### src/rtl/cso_pkg.sv
// shared types and constants for the cursor sprite overlay
package cso_pkg;

    // configuration register indexes
    localparam int CFG_INDEX_W = 3;
    typedef enum logic [CFG_INDEX_W-1:0] {
        REG_CURSOR_X  = 3'd0,
        REG_CURSOR_Y  = 3'd1,
        REG_HOT_X     = 3'd2,
        REG_HOT_Y     = 3'd3,
        REG_COLOR_KEY = 3'd4
    } cfg_reg_t;

    // item kinds carried on the input tuser
    localparam logic CMD_LOAD  = 1'b0;
    localparam logic CMD_PIXEL = 1'b1;

    // field widths
    localparam int CFG_DATA_W = 24;
    localparam int POS_W      = 13;
    localparam int HOT_W      = 4;
    localparam int KEY_W      = 24;
    localparam int INDEX_W    = 8;
    localparam int WORD_W     = 32;
    localparam int COORD_W    = 12;
    // sprite-relative coordinate: 12-bit unsigned minus 13-bit signed plus 4-bit
    localparam int REL_W      = 15;

    // reset values
    localparam logic [HOT_W-1:0] HOT_X_RESET     = 4'd3;
    localparam logic [HOT_W-1:0] HOT_Y_RESET     = 4'd4;
    localparam logic [KEY_W-1:0] COLOR_KEY_RESET = 24'h00FF00;

    // live configuration
    typedef struct packed {
        logic signed [POS_W-1:0] cursor_x;
        logic signed [POS_W-1:0] cursor_y;
        logic [HOT_W-1:0]        hot_x;
        logic [HOT_W-1:0]        hot_y;
        logic [KEY_W-1:0]        color_key;
    } cfg_t;

endpackage

### src/rtl/cso_map.sv
// maps a frame pixel position onto a sprite texel address
module cso_map #(
    parameter int SPRITE_ROWS = 16,
    parameter int SPRITE_COLS = 10,
    parameter int ADDR_W      = 8
) (
    input  cso_pkg::cfg_t                cfg,
    input  logic [cso_pkg::COORD_W-1:0]  pixel_x,
    input  logic [cso_pkg::COORD_W-1:0]  pixel_y,
    output logic                         in_sprite,
    output logic [ADDR_W-1:0]            addr
);

    logic signed [cso_pkg::REL_W-1:0] col;
    logic signed [cso_pkg::REL_W-1:0] row;
    logic [ADDR_W-1:0]                row_a;
    logic [ADDR_W-1:0]                col_a;

    // sprite-relative column and row
    always_comb
    begin
        col = $signed({3'b000, pixel_x}) - cso_pkg::REL_W'(cfg.cursor_x)
            + $signed({11'd0, cfg.hot_x});
        row = $signed({3'b000, pixel_y}) - cso_pkg::REL_W'(cfg.cursor_y)
            + $signed({11'd0, cfg.hot_y});
    end

    // bounds check against the sprite size
    assign in_sprite = (col >= 0) && (col < cso_pkg::REL_W'(SPRITE_COLS))
                    && (row >= 0) && (row < cso_pkg::REL_W'(SPRITE_ROWS));

    // row-major texel address, meaningful only when inside
    assign row_a = ADDR_W'(row);
    assign col_a = ADDR_W'(col);
    assign addr  = ADDR_W'(row_a * ADDR_W'(SPRITE_COLS)) + col_a;

endmodule

### config.mk
export PLATFORM = sky130hd
export DESIGN_NAME = cso_map
export DESIGN_NICKNAME = d
export VERILOG_FILES = /design/src/rtl/cso_pkg.sv /design/src/rtl/cso_map.sv
export SDC_FILE = /design/constraint.sdc
export NUM_CORES = 1
export LEC_CHECK = 0
export BUFFER_PORTS_ARGS = -buffer_cell sky130_fd_sc_hd__buf_2
export CORE_MARGIN = 5
export CORE_UTILIZATION = 35
export DETAILED_ROUTE_END_ITERATION = 8
export SETUP_SLACK_MARGIN = 0.3
export SYNTH_ARGS = -nofsm -noshare
export SYNTH_HDL_FRONTEND = slang
export SYNTH_SLANG_ARGS = --single-unit
### constraint.sdc
create_clock -name vclk -period 6.8
set_input_delay 1.02 -clock vclk [all_inputs]
set_output_delay 1.02 -clock vclk [all_outputs]
set_load 0.02 [all_outputs]
* Yosys cells after proc, flatten, opt, wreduce, memory -nomap -nowiden
Cells that the tools add are included.
** Storage, ports and cells
- Register bits after elaboration :: 0
- Input port bits :: 82
- Output and inout bits :: 9
- Logic and storage cells :: 13
** Cells by class
- Add/sub/neg operators :: 5
- Multipliers :: 1
- Order comparisons :: 4
- Reduce and logical (&&, ||, !) cells :: 3
** Operator list (number)
- $add 14x5->15 :: 2
- $ge 15x1->1 const B :: 2
- $sub 13x13->14 :: 2
- $lt 15x5->1 const B :: 1
- $lt 15x6->1 const B :: 1
- $add 8x8->8 :: 1
- $mul 8x3->7 const B :: 1
- $logic_and 1x1->1 :: 3

* Logic depth before layout (Yosys ltp)
Gate-level depths: netlist (run 1).
- Word-level depth :: 6
- Gate-level depth with buffers :: 19
- Mapped depth without buffers :: 19

* Worst setup path after synthesis (run 1)
OpenSTA, ideal clock, no wires.
- Kind :: input-to-output
- From :: input cfg[26] (netlist bit)
- To :: output addr[7]
- Data arrival time :: 4.768 ns
- Slack :: 1.012 ns
- Stages :: 17
- Buffers on the path :: 0
- Path through :: inv_1 -> fa_1 -> inv_1 -> ha_1 -> nor2b_1 -> o21a_1 -> or3_1 -> and2_1 -> ha_1 -> inv_1 -> fa_1 -> inv_1 -> ha_1 -> a21o_1 -> a21oi_1 -> xnor2_1 -> xnor2_1
** Between the ends
- Cells in the longest elaborated chain, start to end :: 3
** Ends and longest elaborated chain
- start, declared :: line cso_map.sv:7 : input cso_pkg::cfg_t cfg,
- $add 14x5->15 :: line cso_map.sv:25 : + $signed({11'd0, cfg.hot_y});
- $mul 8x3->7 :: line cso_map.sv:35 : assign addr = ADDR_W'(row_a * ADDR_W'(SPRITE_COLS)) + col_a;
- $add 8x8->8 :: line cso_map.sv:35
- end, declared :: line cso_map.sv:11 : output logic [ADDR_W-1:0] addr
No other way between the ends.

* Worst setup path in the final report (run 1)
Same ends and word-level chain as after synthesis.

==> results of run 1 <==
worst min-delay path: cells and delay by family:
family,cells,cell delay [ps]
adder cells (fa/ha/maj),1,110
buffers and inverters,2,230
path summary, 6_finish.rpt:
path	endpoint	slack [ps]	cells past startpoint
setup / recovery	addr[7]	750	19
hold / removal	addr[0]	2380	3
synth_stat cells (2+ instances only):
library cell	count
nand2b_1	3
nand4_1	4
a21o_1	12
o41a_1	2
nor3_1	3
o21ai_1	5
clkbuf_1	3
inv_1	66
nor2b_1	3
a211oi_1	3
or3_1	4
fa_1	10
nor2_1	12
ha_1	59
nand2_1	8
o21a_1	7
a31oi_1	4
o21bai_1	5
a21oi_1	18
xnor2_1	20
o21ai_0	11
nand3_1	6
xor2_1	4
per-stage QoR:
stage / setup WS (ps) / area (sq um) / power, uW / utilization
after global routing: 494 / 2680 / 933 / 0.425
final: 749 / 2680 / 826 / 0.425
after global placement: 751 / 2680 / 825 / 0.425
after floorplan: 1010 / 2260 / 623 / -
after CTS: 730 / 2680 / 838 / 0.425
after detailed placement: 733 / 2680 / 830 / 0.425
layer usage:
metal | vias to the layer above | GRT usage | part of all wire
li1 | 1160 | - | -
met1 | 947 | 0.147 | 0.48
met2 | 44 | 0.196 | 0.47
met3 | 0 | 0.00750 | 0.042
met4 | 0 | 0 | 0
met5 | - | 0 | 0
kinds of logic (layout without fill, tap and decap cells):
| group | count (synthesis) | in the layout | synth area share |
|---|---|---|---|
| xor+xnor | 24 | 24 | 0.0929 |
| fa+ha+maj | 69 | 69 | 0.415 |
| compound gates | 83 | 83 | 0.253 |
| simple gates | 51 | 51 | 0.124 |
| buf+inv | 69 | 133 | 0.114 |
final cells by class:
type | count | area [sq um]
timing repair buffer | 67 | 335
inverter | 66 | 248
multi-input combinational | 227 | 2000
tap | 77 | 96.3
fill | 690 | 3630
where the power goes:
| part | switching, uW | internal [uW] |
|---|---|---|
| sequential | 0 | 0 |
| combinational | 472 | 353 |
| clock | 0 | 0 |
| total | 472 | 353 |
==> flow_summary.json, run 1 <==
{
  "drive_gt1_frac": 0.203,
  "via_count": 2151,
  "cp_data_arrival_time_ps": 5030,
  "cts_setup_buffers": 0,
  "diodes": 0,
  "antenna_left": 0,
  "end_kind": "output pin",
  "yosysTopAreaCell": "ha_1",
  "viasPerCell": 4.92,
  "setup_viol": 0,
  "cts_resized": 0,
  "dpl.hpwl_um": 4110,
  "fin_tns_setup_ps": 0,
  "crit_buf_inv": 6,
  "die-height_um": 90.4,
  "layout.area.seq_sq_um": 0,
  "worst_pin_slew_ps": 482,
  "syn_area_per_cell_sq_um": 7.64,
  "coreArea_sq_um": 6310,
  "syn-num-nets": 447,
  "leakage_uw": 0.00152,
  "synth_cell_types": 47,
  "finalHoldViolCount": 0,
  "cp_common_cell": "inv_1",
  "synth_area_leaders": "ha_1, inv_1, fa_1",
  "fp.dieW_um": 90.4,
  "synthesis.area_sq_um": 2260,
  "worstPathMaxFanout": 4,
  "startpoint_type": "primary input",
  "synth_top_area_frac": 0.326,
  "gp_congestion": 0.736,
  "power.density_nw_per_um2": 308,
  "worstSetupPathType": "primary input to output pin",
  "routed_wl_um": 4440,
  "final_cells": 437,
  "routedWlPerCell_um": 10.2,
  "layout_common_cells": "buf_2, inv_1, ha_1",
  "hold_path.class": "primary input to output pin",
  "rsz0062_at_grt": "false",
  "cpPeakStageDelay_ps": 530,
  "syn-instance-count": 296,
  "area_growth_pct": 18.6,
  "layout_commonest_cell": "buf_2",
  "io_pins": 91,
  "layout.nets": 513,
  "ctsHoldBuffers": 0,
  "port_buffers": 67,
  "maxSlewViolCount": 0,
  "holdWs_ps": 2380,
  "n_clock_buffer": 0,
  "cp_slowest_cell": "fa_1",
  "die_area_sq_um": 8170,
  "critical_path.cell_chain": "buf_2 -> inv_1 -> fa_1 -> inv_1 -> ha_1 -> nor2b_1 -> o21a_1 -> or3_1 -> and2_1 -> ha_1 -> inv_1 -> fa_1 -> inv_1 -> ha_1 -> a21o_1 -> a21oi_1 -> xnor2_1 -> xnor2_1 -> buf_2",
  "outcome": "completed",
  "seq_cells": 0,
  "fin_crit_sh": 0.890,
  "grt_pass1_vias": 2062,
  "grtUsageTotal": 0.107,
  "dp_cells": 437,
  "clock.fmax_mhz": 165,
  "row_count": 29,
  "dr.pass1.iters": 4,
  "required_ps": 5780,
  "grt_max_degree": 9,
  "start_util": 0.358,
  "maxCapViolCount": 0,
  "irDropWorstVdd_mv": 0.441,
  "grt_first_pass_wirelength_um": 8140,
  "drtIter0Drc": 43,
  "drc": 0,
  "relSlewSlack": 0.675,
  "fin_crit_ps": 6050,
  "min-delay-start": "cfg[28]",
  "antenna_found_initial": 0,
  "crit_family": "adder cells",
  "overflow": 0,
  "yosysWarnings": 0,
  "synth-seq-area-share": 0,
  "startpoint": "cfg[26]"
}
No activity file was read; power rests on OpenSTA's default activity.
==> run 2, diff against run 1 <==
CORE_UTILIZATION = 52   (was 35)
PLACE_DENSITY = 0.85   (was not set)
==> flow_summary.json, run 2 (same netlist as run 1, synthesis figures left out) <==
{
  "dr.pass1.iters": 4,
  "cp_data_arrival_time_ps": 4960,
  "routedWlPerCell_um": 11.0,
  "highest_layer": "met4",
  "drc": 0,
  "via_count": 2183,
  "wl_met3_um": 211,
  "hold_path.class": "primary input to output pin",
  "required_ps": 5780,
  "overflow": 0,
  "n_clock_buffer": 0,
  "startpoint_type": "primary input",
  "drtIter0Drc": 34,
  "grt_first_pass_wirelength_um": 8090,
  "fp.dieW_um": 76.0,
  "die_area_sq_um": 5770,
  "grt_pass1_vias": 2082,
  "maxCapViolCount": 0,
  "met1_length_um": 1980,
  "diodes": 0,
  "worst_pin_slew_ps": 452,
  "io_pins": 91,
  "maxSlewViolCount": 0,
  "leakage_uw": 0.00152,
  "grtUsageTotal": 0.152,
  "seq_cells": 0,
  "rsz0062_at_grt": "false",
  "antenna_left": 0,
  "layout_common_cells": "buf_2, inv_1, ha_1",
  "worstPathMaxFanout": 4,
  "grt_max_degree": 9,
  "clock.fmax_mhz": 167,
  "viasPerCell": 5.30,
  "layout.area.seq_sq_um": 0,
  "layout.nets": 513,
  "finalHoldViolCount": 0,
  "end_kind": "output pin",
  "wl_met2_um": 2330,
  "port_buffers": 67,
  "antenna_found_initial": 0,
  "fin_tns_setup_ps": 0,
  "fin_crit_sh": 0.880,
  "ctsHoldBuffers": 0,
  "final_cells": 412,
  "worstSetupPathType": "primary input to output pin",
  "gp_congestion": 0.787,
  "cts_setup_buffers": 0,
  "final_util": 0.617,
  "power.density_nw_per_um2": 310,
  "row_count": 24,
  "relSlewSlack": 0.695,
  "outcome": "completed",
  "start_util": 0.527,
  "drive_gt1_frac": 0.203,
  "cts_resized": 0,
  "nFillCells": 415,
  "routed_wl_um": 4530,
  "dpl.hpwl_um": 4160,
  "irDropWorstVdd_mv": 0.369,
  "coreArea_sq_um": 4290,
  "fin_crit_ps": 5980,
  "setup_viol": 0,
  "layout_commonest_cell": "buf_2",
  "die-height_um": 76.0,
  "area_growth_pct": 17.2,
  "dp_cells": 412
}
==> run 2: cell counts in the layout (fill, tap and decap cells not counted) <==
No cell type changed its count.
==> run 2: path summary, 6_finish.rpt <==
path | startpoint | endpoint | slack, ps | depth (start not counted)
min | cfg[28] | addr[0] | 2380 | 3
max | cfg[26] | addr[7] | 820 | 19
==> run 2: power by group <==
group | switching [uW] | leakage, uW | internal (uW)
Clock | 0 | 0 | 0
Sequential | 0 | 0 | 0
Combinational | 467 | 0.00152 | 355
==> run 2: critical path, cell delays in order <==
cell	delay [ps]
buf_2	70
inv_1	40
fa_1	520
inv_1	40
ha_1	340
nor2b_1	180
o21a_1	180
or3_1	330
and2_1	190
ha_1	300
inv_1	60
fa_1	520
inv_1	40
ha_1	320
a21o_1	170
a21oi_1	160
xnor2_1	150
xnor2_1	130
buf_2	180
==> run 2: final cells by class <==
cell class | instances | area (sq um) | share of cell area
Multi-Input combinational cell | 227 | 2000 | 0.756
Timing Repair Buffer | 67 | 335 | 0.126
Inverter | 66 | 248 | 0.0934
Tap cell | 52 | 65.1 | 0.0245
==> run 2: routing by layer <==
layer / up-vias / track usage
li1: 1155 / -
met4: 0 / 0.0107
met2: 40 / 0.297
met3: 2 / 0.0166
met5: - / 0
met1: 986 / 0.180
==> run 2: per-stage QoR <==
step	total power, uW	cell area, sq um	hold WS, ps	worst slack, ps
2_1_floorplan	623	2260	2210	1010
3_3_place_gp	807	2650	2380	840
5_1_grt	912	2650	2420	624
4_1_cts	834	2650	2380	801
3_5_place_dp	827	2650	2380	801
6_report	822	2650	2380	819
==> run 3, diff against run 2 <==
CORE_ASPECT_RATIO = 1.75   (was not set)
==> flow_summary.json, run 3 (same netlist as run 1, synthesis figures left out) <==
{
  "rsz0062_at_grt": "false",
  "fin_crit_sh": 0.891,
  "power.density_nw_per_um2": 310,
  "n_clock_buffer": 0,
  "fin_crit_ps": 6060,
  "layout_common_cells": "buf_2, inv_1, ha_1",
  "routedWlPerCell_um": 11.5,
  "finalHoldViolCount": 0,
  "maxCapViolCount": 0,
  "drtIter0Drc": 39,
  "antenna_found_initial": 0,
  "io_pins": 91,
  "grt_first_pass_wirelength_um": 8300,
  "drc": 0,
  "gp_congestion": 0.883,
  "grt_max_degree": 9,
  "dpl.hpwl_um": 4340,
  "cts_setup_buffers": 0,
  "outcome": "completed",
  "worst_pin_slew_ps": 419,
  "via_count": 2280,
  "grt_pass1_vias": 2273,
  "area_growth_pct": 17.0,
  "layout.area.seq_sq_um": 0,
  "leakage_uw": 0.00152,
  "row_count": 31,
  "setup_viol": 0,
  "layout.nets": 513,
  "relSlewSlack": 0.717,
  "nFillCells": 406,
  "routed_wl_um": 4690,
  "cts_resized": 0,
  "maxSlewViolCount": 0,
  "coreArea_sq_um": 4190,
  "dr.pass1.iters": 4,
  "hold_path.class": "primary input to output pin",
  "overflow": 0,
  "worstPathMaxFanout": 4,
  "diodes": 0,
  "port_buffers": 67,
  "startpoint_type": "primary input",
  "required_ps": 5780,
  "layout_commonest_cell": "buf_2",
  "clock.fmax_mhz": 165,
  "cp_data_arrival_time_ps": 5040,
  "seq_cells": 0,
  "start_util": 0.540,
  "die-height_um": 97.3,
  "worstSetupPathType": "primary input to output pin",
  "ctsHoldBuffers": 0,
  "end_kind": "output pin",
  "fin_tns_setup_ps": 0,
  "final_util": 0.632,
  "drive_gt1_frac": 0.203,
  "antenna_left": 0,
  "viasPerCell": 5.57,
  "fp.dieW_um": 59.9,
  "grtUsageTotal": 0.166,
  "irDropWorstVdd_mv": 0.944,
  "die_area_sq_um": 5820
}
==> run 3: layout make-up <==
class | instances | area, sq um | area share
repair buffers | 67 | 335 | 0.127
well taps | 49 | 61.3 | 0.0232
inverters | 66 | 248 | 0.0936
multi-input cells | 227 | 2000 | 0.757
==> run 3: stage by stage <==
step	setup WS (ps)	power [uW]	instances	hold WS (ps)	area (sq um)
3_3_place_gp	799	802	409	2380	2650
5_1_grt	469	924	409	2400	2650
2_1_floorplan	1010	623	296	2210	2260
3_5_place_dp	732	821	409	2390	2650
6_report	740	821	409	2380	2650
4_1_cts	725	829	409	2390	2650
==> run 3: final timing paths <==
kind | from | to | cells after the start
max | cfg[26] | addr[7] | 19
min | cfg[28] | addr[0] | 3
==> run 3: per-layer routing <==
metal | vias up | wire length [um] | track usage
met2 | 50 | 2740 | 0.348
met1 | 1055 | 1670 | 0.165
met3 | 12 | 163 | 0
met4 | 0 | 115 | 0.0392
li1 | 1163 | - | -
met5 | - | 0 | 0
==> run 3: power by group <==
group / leakage [uW] / total [uW] / switching, uW / internal, uW
Combinational: 0.00152 / 821 / 466 / 356
Clock: 0 / 0 / 0 / 0
Sequential: 0 / 0 / 0 / 0
Total: 0.00152 / 821 / 466 / 356
==> run 3: worst max-delay path: stages <==
cell and delay [ps]:
buf_2 70, inv_1 50, fa_1 530, inv_1 40, ha_1 340, nor2b_1 180, o21a_1 170, or3_1 320
and2_1 200, ha_1 310, inv_1 60, fa_1 540, inv_1 40, ha_1 320, a21o_1 170, a21oi_1 170
xnor2_1 150, xnor2_1 150, buf_2 190
